`src/hw/rtl/rlkd_pkg.sv`:
```
// ----------------------------------------------------------------------------
// rlkd_pkg
// Shared types and constants for the resistor-ladder keypad debouncer.
// ----------------------------------------------------------------------------
package rlkd_pkg;

    localparam int SAMPLE_W  = 8;   // adc sample width on the port
    localparam int LEVEL_W   = 8;   // key level register width
    localparam int DELTA_W   = 7;   // window half width register width
    localparam int KEY_SLOTS = 7;   // number of level registers
    localparam int KEY_W     = 3;   // key index width
    localparam int COUNT_W   = 8;   // hit counter width
    localparam int CFG_IDX_W = 3;   // configuration index width

    // configuration register indexes
    localparam logic [CFG_IDX_W-1:0] CFG_WINDOW = 3'd7;

    // last-decision code for "no key"
    localparam logic [KEY_W-1:0] NO_KEY_CODE = 3'd7;

    // result decision codes
    typedef enum logic [1:0] {
        DEC_IDLE    = 2'd0,
        DEC_NO_KEY  = 2'd1,
        DEC_NEW_KEY = 2'd2,
        DEC_REPEAT  = 2'd3
    } decision_t;

    typedef logic [KEY_SLOTS-1:0][LEVEL_W-1:0] level_array_t;

    // window match result handed from the classifier to the top level
    typedef struct packed {
        logic             hit;
        logic [KEY_W-1:0] idx;
    } match_t;

endpackage

```
`src/hw/rtl/rlkd_window_match.sv`:
```
// ----------------------------------------------------------------------------
// rlkd_window_match
// Parallel voltage window compares and priority pick of the first matching key.
// ----------------------------------------------------------------------------
module rlkd_window_match
    import rlkd_pkg::*;
#(
    parameter int NUM_KEYS = 7
) (
    input  logic [SAMPLE_W-1:0] sample,
    input  level_array_t        levels,
    input  logic [DELTA_W-1:0]  delta,
    output match_t              match
);

    logic [KEY_SLOTS-1:0] in_win;

    // one window compare per key, sums one bit wider so nothing wraps
    always_comb begin
        logic [LEVEL_W:0] upper;
        logic [LEVEL_W:0] lifted;
        for (int k = 0; k < KEY_SLOTS; k++) begin
            upper  = {1'b0, levels[k]} + (LEVEL_W+1)'(delta);
            lifted = {1'b0, sample} + (LEVEL_W+1)'(delta);
            if (k >= NUM_KEYS) begin
                in_win[k] = 1'b0;
            end else if (k == 0) begin
                in_win[k] = ({1'b0, sample} < upper);
            end else begin
                in_win[k] = ({1'b0, sample} < upper) && (lifted > {1'b0, levels[k]});
            end
        end
    end

    // lowest matching key wins
    always_comb begin
        match.hit = |in_win;
        match.idx = '0;
        for (int k = KEY_SLOTS - 1; k >= 0; k--) begin
            if (in_win[k]) begin
                match.idx = KEY_W'(k);
            end
        end
    end

endmodule

```
`src/hw/rtl/resistor_ladder_keypad_debouncer.sv`:
```
// ----------------------------------------------------------------------------
// resistor_ladder_keypad_debouncer
// Classifies keypad ADC samples into key windows and debounces key presses.
// ----------------------------------------------------------------------------
// Pipeline: a taken sample is held in the input register; its result is
// computed combinationally and loaded into the result register on advance.
// Throughput: one sample per cycle unless m_tready stalls; each register holds
// one transaction, and a sample is taken while a result waits if input is free.
// Reset: synchronous active-low; levels and delta clear to zero, hit counters
// clear, jitter counter loads JITTER_RELOAD, last key is "no key".
// ----------------------------------------------------------------------------
module resistor_ladder_keypad_debouncer
    import rlkd_pkg::*;
#(
    parameter int NUM_KEYS      = 7,
    parameter int STABLE_HITS   = 1,
    parameter int JITTER_RELOAD = 15,
    parameter int SAMPLE_BITS   = 8
) (
    input  logic                 aclk,
    input  logic                 aresetn,

    // sample channel
    input  logic                 s_tvalid,
    output logic                 s_tready,
    input  logic [7:0]           s_tdata,    // [7:0] adc_sample

    // result channel
    output logic                 m_tvalid,
    input  logic                 m_tready,
    output logic [7:0]           m_tdata,    // [2:0] key_index, [7:3] zero
    output logic [1:0]           m_tuser,    // [1:0] decision

    // configuration write channel
    input  logic                 cfg_valid,
    output logic                 cfg_ready,
    input  logic [CFG_IDX_W-1:0] cfg_index,
    input  logic [7:0]           cfg_data
);

    localparam int JIT_W = $clog2(JITTER_RELOAD + 1);
    localparam logic [JIT_W-1:0]    JitReload  = JIT_W'(JITTER_RELOAD);
    localparam logic [COUNT_W-1:0]  StableLim  = COUNT_W'(STABLE_HITS);
    localparam logic [SAMPLE_W-1:0] SampleMask =
        (SAMPLE_BITS >= SAMPLE_W) ? {SAMPLE_W{1'b1}} : SAMPLE_W'((1 << SAMPLE_BITS) - 1);

    level_array_t              levels_reg;
    logic [DELTA_W-1:0]        delta_reg;
    logic [COUNT_W-1:0]        hit_counts_reg [KEY_SLOTS];
    logic [JIT_W-1:0]          jitter_reg;
    logic [KEY_W-1:0]          last_reg;

    logic                      in_valid_reg;
    logic [SAMPLE_W-1:0]       in_sample_reg;
    logic                      out_valid_reg;
    decision_t                 out_dec_reg;
    logic [KEY_W-1:0]          out_key_reg;

    match_t                    match;
    logic                      advance;
    logic                      take_item;
    logic [COUNT_W-1:0]        prior_count;
    logic                      reported;
    logic                      decide;
    decision_t                 dec_next;
    logic [KEY_W-1:0]          key_next;

    // configuration writes always accepted
    assign cfg_ready = 1'b1;

    always_ff @(posedge aclk) begin
        if (!aresetn) begin
            levels_reg <= '0;
            delta_reg  <= '0;
        end else if (cfg_valid) begin
            if (cfg_index == CFG_WINDOW) begin
                delta_reg <= cfg_data[DELTA_W-1:0];
            end else begin
                levels_reg[cfg_index] <= cfg_data;
            end
        end
    end

    // handshake: the pipeline moves when the result register is free or drains
    assign advance   = !out_valid_reg || m_tready;
    assign s_tready  = !in_valid_reg || advance;
    assign take_item = in_valid_reg && advance;

    // input register
    always_ff @(posedge aclk) begin
        if (!aresetn) begin
            in_valid_reg <= 1'b0;
        end else if (s_tready) begin
            in_valid_reg <= s_tvalid;
        end
    end

    always_ff @(posedge aclk) begin
        if (s_tready && s_tvalid) begin
            in_sample_reg <= s_tdata & SampleMask;
        end
    end

    rlkd_window_match #(
        .NUM_KEYS (NUM_KEYS)
    ) u_match (
        .sample (in_sample_reg),
        .levels (levels_reg),
        .delta  (delta_reg),
        .match  (match)
    );

    // debounce decision
    always_comb begin
        prior_count = hit_counts_reg[match.idx];
        reported    = match.hit && (prior_count > StableLim);
        decide      = reported || (jitter_reg == '0);
        if (reported) begin
            dec_next = (match.idx == last_reg) ? DEC_REPEAT : DEC_NEW_KEY;
            key_next = match.idx;
        end else if (jitter_reg == '0) begin
            dec_next = DEC_NO_KEY;
            key_next = '0;
        end else begin
            dec_next = DEC_IDLE;
            key_next = '0;
        end
    end

    // debounce state: hit counters, jitter counter, last reported key
    always_ff @(posedge aclk) begin
        if (!aresetn) begin
            for (int k = 0; k < KEY_SLOTS; k++) begin
                hit_counts_reg[k] <= '0;
            end
            jitter_reg <= JitReload;
            last_reg   <= NO_KEY_CODE;
        end else if (take_item) begin
            if (decide) begin
                for (int k = 0; k < KEY_SLOTS; k++) begin
                    hit_counts_reg[k] <= '0;
                end
                jitter_reg <= JitReload;
                last_reg   <= reported ? match.idx : NO_KEY_CODE;
            end else begin
                jitter_reg <= jitter_reg - JIT_W'(1);
                if (match.hit && (prior_count != {COUNT_W{1'b1}})) begin
                    hit_counts_reg[match.idx] <= prior_count + COUNT_W'(1);
                end
            end
        end
    end

    // result register
    always_ff @(posedge aclk) begin
        if (!aresetn) begin
            out_valid_reg <= 1'b0;
        end else if (advance) begin
            out_valid_reg <= in_valid_reg;
        end
    end

    always_ff @(posedge aclk) begin
        if (take_item) begin
            out_dec_reg <= dec_next;
            out_key_reg <= key_next;
        end
    end

    assign m_tvalid = out_valid_reg;
    assign m_tdata  = {{(8 - KEY_W){1'b0}}, out_key_reg};
    assign m_tuser  = out_dec_reg;

    // any decision reloads the jitter counter
    assert property (@(posedge aclk) disable iff (!aresetn)
        take_item && decide |=> jitter_reg == JitReload)
        else $error("jitter counter not reloaded after decision");

    // idle scans count the jitter counter down by one
    assert property (@(posedge aclk) disable iff (!aresetn)
        take_item && !decide |=> jitter_reg == $past(jitter_reg) - JIT_W'(1))
        else $error("jitter counter did not count down");

    // a key equal to the last one is reported as a repeat
    assert property (@(posedge aclk) disable iff (!aresetn)
        take_item && reported && (match.idx == last_reg) |=> out_dec_reg == DEC_REPEAT)
        else $error("repeated key not flagged");

    // a reported key lies inside the configured key range
    assert property (@(posedge aclk) disable iff (!aresetn)
        out_valid_reg && (out_dec_reg == DEC_NEW_KEY || out_dec_reg == DEC_REPEAT)
            |-> out_key_reg < KEY_W'(NUM_KEYS))
        else $error("reported key out of range");

endmodule
```
`config.mk`:
```
export PLATFORM = sky130hd
export DESIGN_NAME = resistor_ladder_keypad_debouncer
export DESIGN_NICKNAME = d
export VERILOG_FILES = /design/src/hw/rtl/rlkd_pkg.sv /design/src/hw/rtl/rlkd_window_match.sv /design/src/hw/rtl/resistor_ladder_keypad_debouncer.sv
export SDC_FILE = /design/constraint.sdc
export NUM_CORES = 1
export LEC_CHECK = 0
export BUFFER_PORTS_ARGS = -buffer_cell sky130_fd_sc_hd__buf_2
export CORE_MARGIN = 5
export CORE_UTILIZATION = 55
export DETAILED_ROUTE_END_ITERATION = 6
export PLACE_DENSITY_LB_ADDON = 0.08
export REMOVE_ABC_BUFFERS = 1
export SLEW_MARGIN = 10
export SYNTH_ARGS = -nofsm -noshare
export SYNTH_HDL_FRONTEND = slang
export SYNTH_HIERARCHICAL = 1
export SYNTH_SLANG_ARGS = --single-unit
```
`constraint.sdc`:
```
create_clock -name aclk -period 20.8 [get_ports aclk]
set_input_delay 4.16 -clock aclk [delete_from_list [all_inputs] [get_ports aclk]]
set_output_delay 4.16 -clock aclk [all_outputs]
set_load 0.01 [all_outputs]
```
# --- Word level (Yosys, flattened, before mapping) ---
# Memories as Yosys holds them, arrays and structs flattened.
# Index checks and enable logic that the tools add are counted.
totals:
  in_bits: 24
  elab_cells: 110
  register_bits: 85
  n_memories: 1
  latch_bits: 0
  rom_bits: 0
  ram_bits: 56
op_classes:
  mux: 35
  n_div: 0
  eq_ne: 3
  n_reduce_logical: 22
  n_lt_le_gt_ge: 16
  shift: 0
  bitwise: 8
  multipliers: 0
  addsub: 10
memory_table:
  columns: ["name", "words", "width", "rd", "rd_ports_with_merged_regs", "wr", "line_no", "source"]
  rows:
  - ["hit_counts_reg", 7, 8, 1, 0, 7, "resistor_ladder_keypad_debouncer.sv:49", "logic [COUNT_W-1:0] hit_counts_reg [KEY_SLOTS];"]
ops:
  columns: ["op", "count"]
  rows:
  - ["8-bit by 7-bit adder with 9-bit output", 8]
  - ["8-bit two-way mux", 9]
  - ["8-bit by 9-bit < comparator with 1-bit output", 7]
  - ["56-bit bitwise mux", 1]
  - ["9-bit by 8-bit greater-than comparator with 1-bit output", 6]
  - ["3-bit two-way mux", 9]
  - ["8-bit demux with 3-bit select", 1]
  - ["1-bit two-way mux", 13]
  - ["1-bit logical AND", 11]
  - ["8-bit by 1-bit adder with 8-bit output, second input constant", 1]
  - ["8-bit by 1-bit greater-than comparator with 1-bit output, second input constant", 1]
  - ["8-bit != test, second input constant", 1]
  - ["8-bit OR reduction", 1]
  - ["1-bit OR", 7]
  - ["7-bit OR reduction", 1]
  - ["2-bit AND reduction", 3]
  - ["4-bit logical NOT", 1]
  - ["3-bit by 4-bit < comparator with 1-bit output, second input constant", 1]
  - ["4-bit two-way mux", 1]
  - ["4-bit by 1-bit subtractor with 4-bit output, second input constant", 1]
  - ["3-bit equality test", 1]
  - ["3-bit equality test, second input constant", 1]
  - ["3-bit by 1-bit >= comparator with 1-bit output, second input constant", 1]
  - ["1-bit logical OR", 3]
  - ["other kinds (3)", 4]

# --- Depth between registers and ports, before layout ---
# An unclocked memory read counts as a cell.
logic_depth:
  ltp_word: 20
  depth_mapped: 31
  depth_no_buf: 27

# --- Cells and area by module ---
# The synthesis kept the hierarchy.
modules_own_cells:
  columns: ["mod", "instances", "seq_area_each_um2", "area_per_inst_um2", "cells_each"]
  rows:
  - ["resistor_ladder_keypad_debouncer", 1, 3753.6, 6172.2, 549]
  - ["rlkd_window_match", 1, 0.0, 4508.1, 573]

# --- Worst setup path after synthesis ---
# OpenSTA, ideal clock, no wires.
synth_path:
  path_type: "input-to-output"
  from: "input m_tready"
  to: "output s_tready"
  setup_slack_ns: 12.164
  cell_stages: 2
  arrival_time_ns: 4.476
  path_cell_list: "nor2b_1 nand2_1"
synth_via:
  elab_chain_cells: 2
synth_lines:
  columns: ["element", "line_no", "source"]
  rows:
  - ["start, declared", "resistor_ladder_keypad_debouncer.sv:30", "input logic m_tready,"]
  - ["1-bit logical OR", "resistor_ladder_keypad_debouncer.sv:85", "assign advance = !out_valid_reg || m_tready;"]
  - ["1-bit logical OR", "resistor_ladder_keypad_debouncer.sv:86", "assign s_tready = !in_valid_reg || advance;"]
  - ["end, declared", "resistor_ladder_keypad_debouncer.sv:25", "output logic s_tready,"]
# Every way passes these cells.

# --- Final worst setup path ---
# Same ends and word-level chain as after synthesis.

==> summary.txt <==
Timing
  – Final setup violation count: 0
  – Slew @ Worst Pin: 1150 ps
  – Setup TNS: 0 ps
  – Hold Vio Cnt, Final: 0
  – Worst relative slew slack: 23.0%
  – Max Slew Vio Count: 0
  – Worst clock skew: 13.4 ps
  – Fmax: 113 MHz
  – RSZ-0062 raised after global routing: no
  – Crit path time final: 8870 ps
  – Tcrit/Tclk final: 42.7%

Cells and area
  – Layout Area Growth over Synthesis: 10.6%
  – Final core utilization: 61.3%
  – Max reg flops: 64
  – Share of layout cells above drive strength 1: 8.96%
  – Final #Nets: 1,370
  – Diodes inserted: 0
  – Design area: 11,800 µm²

Synthesis
  – Unique masters post-synth: 72
  – Area leader, netlist: edfxtp_1
  – Primary FF master, synth: edfxtp_1
  – Syn. warnings: 6
  – Ys async rst share: 0%
  – Post-synth EDFFs: 77
  – Dominant cells by area after synthesis: edfxtp_1 (22%), ha_1 (18%), dfxtp_1 (13%), nand2_1 (6.3%), a21boi_0 (4.5%)
  – Cell Area, Synth: 10,700 µm²
  – Yosys top cell area share: 21.6%
  – Synth Area per Inst: 9.52 µm²
  – FF+latch count, synth: 149
  – Synthesized netlist cell count: 1,122
  – Sequential fraction of the synthesis area: 35.1%

Clock network
  – Hold Buf Count CTS: 0
  – Clk_lat worst skew: 440 ps
  – Post-CTS Setup Inserts: 0
  – Number of buffers created by CTS: 17
  – PostCTS Resize Cnt: 0
  – Total clock sinks: 149
  – Clock-pin slew on the worst setup and hold paths: 70 ps
  – Root cell of the clock tree: clkbuf_16
  – CTS tree: built
  – H-tree Lvls: 4
  – Bufs on Longest Clock Path: 2

Routing
  – 1st-pass router iterations: 5
  – DRC Markers: 0
  – WL/cell: 19.6 µm
  – Initial drt markers: 587
  – Vias: 8,399
  – DRT antenna net count: 0
  – DRT Wirelength: 28,500 µm
  – Vias per std cell: 5.76

Run status
  – Status: complete, no violations

Global routing
  – Initial antenna violation count: 0
  – First-pass GRT wire length: 45,100 µm
  – Vias in the first global route: 8,255
  – Gr ovfl total: 0
  – Tot GR Track Use: 26.5%
  – Largest net degree at the start of global routing: 74

Floorplanning
  – Rows: 51
  – Die Y: 149 µm
  – Placeable Area: 19,300 µm²
  – Die Wd: 149 µm
  – Initial core utilization: 55.4%
  – IO Pins: 37
  – Die area: 22,300 µm²

Placed design
  – Post-detail-place hpwl: 20,000 µm
  – Placed Area: 11,200 µm²
  – Port Buf Inserts: 30
  – Placer Congestion: 0.902

Critical path
  – CP startpoint: m_tready
  – R2R depth: 24
  – CP endpoint: s_tready
  – Worst Path Required: 16,640 ps
  – R2r setup slk: 12,560 ps
  – CP Capture Type: output port
  – Worst flop-to-flop path endpoint: hit_counts_reg[3][4]$_SDFFCE_PN0P_
  – Worst r2r src: delta_reg[0]$_SDFFE_PN0P_
  – Startpoint types: input pin
  – CP arrival: 4710 ps
  – Crit path max fanout: 4
  – Critical path type: in -> out

Pwr
  – VDD IR-drop max: 0.0764 mV
  – Leak: 4.63 nW
  – PwrDens: 70.2 nW/µm²
  – Total power: 829 µW

Worst hold path
  – HP Start: levels_reg[4]$_SDFFE_PN0P_
  – Hold Crit Class: reg -> reg

Run
  – Max cap viols: 0
[worst max-delay path, cell delays in order]
cell,delay (ps)
buf_2,100
nor2b_1,210
nand2_1,100
buf_2,140
[layout by cell type (no fill, tap or decap), types with 37 or more instances in the layout]
cell type,count
a21boi_0,64
a21oi_1,57
conb_1,41
dfxtp_1,72
edfxtp_1,77
ha_1,157
inv_1,74
nand2_1,179
nor2_1,45
o21ai_0,49
xnor2_1,37
[where the power goes]
group	internal [mW]	total [mW]	switching [mW]	leakage [nW]
Clock	0.174	0.326	0.152	0.300
Combinational	0.0662	0.165	0.0991	2.98
Sequential	0.326	0.338	0.0116	1.35
Total	0.567	0.829	0.262	4.63
[logic make-up after synthesis]
family	count (synthesis)	share of synthesized area, %
and+or+nand+nor	337	14.3
AOI/OAI and AO/OA	283	18.2
adders and majority gates	165	19.9
DFF	149	35.1
buffers and inverters	111	4.29
xor gates and xnor gates	52	4.26
muxes	23	3.90
other	2	0.0703
[synth_stat cells, types with 17 or more instances]
cell,instances
dfxtp_1,72
nor3_1,22
a21boi_0,64
nor2_1,45
ha_1,157
clkbuf_1,17
nand2b_1,17
edfxtp_1,77
o21ai_0,49
nand3_1,18
nand2_1,179
xnor2_1,37
inv_1,74
a21oi_1,58
[per-stage QoR]
step                std cells  worst slack (ps)  hold slack, ps
floorplan                1126             12160             448
global placement         1427             11930             461
detailed placement       1427             11930             466
CTS                      1459             11930             476
global route             1459             11850             508
finish                   1459             11930             475
[metal layers]
layer,up-vias,global-route usage (%),part of all wire [%]
li1,4122,-,-
met5,-,0,0
met2,193,44.6,48
met1,4017,33.9,44
met4,0,10.6,3.9
met3,67,4.74,4.4
[area by class of cell]
| class | count | area (µm²) |
|---|---|---|
| Clock buffer | 17 | 425 |
| Clock inverter | 15 | 191 |
| Fill cell | 1693 | 7450 |
| Inverter | 76 | 285 |
| Multi-Input combinational cell | 901 | 6630 |
| Sequential cell | 149 | 3750 |
| Tap cell | 265 | 332 |
| Timing Repair Buffer | 36 | 195 |
[worst min-delay path by stage]
stage                                      end  slack [ps]  depth (start not counted)
finish              levels_reg[4]$_SDFFE_PN0P_         480                          2
floorplan           levels_reg[0]$_SDFFE_PN0P_         450                          2
global placement    levels_reg[4]$_SDFFE_PN0P_         460                          2
detailed placement  levels_reg[0]$_SDFFE_PN0P_         470                          2
CTS                 levels_reg[0]$_SDFFE_PN0P_         480                          2
global route        levels_reg[2]$_SDFFE_PN0P_         510                          2
Power figures use the tool's default switching activity.
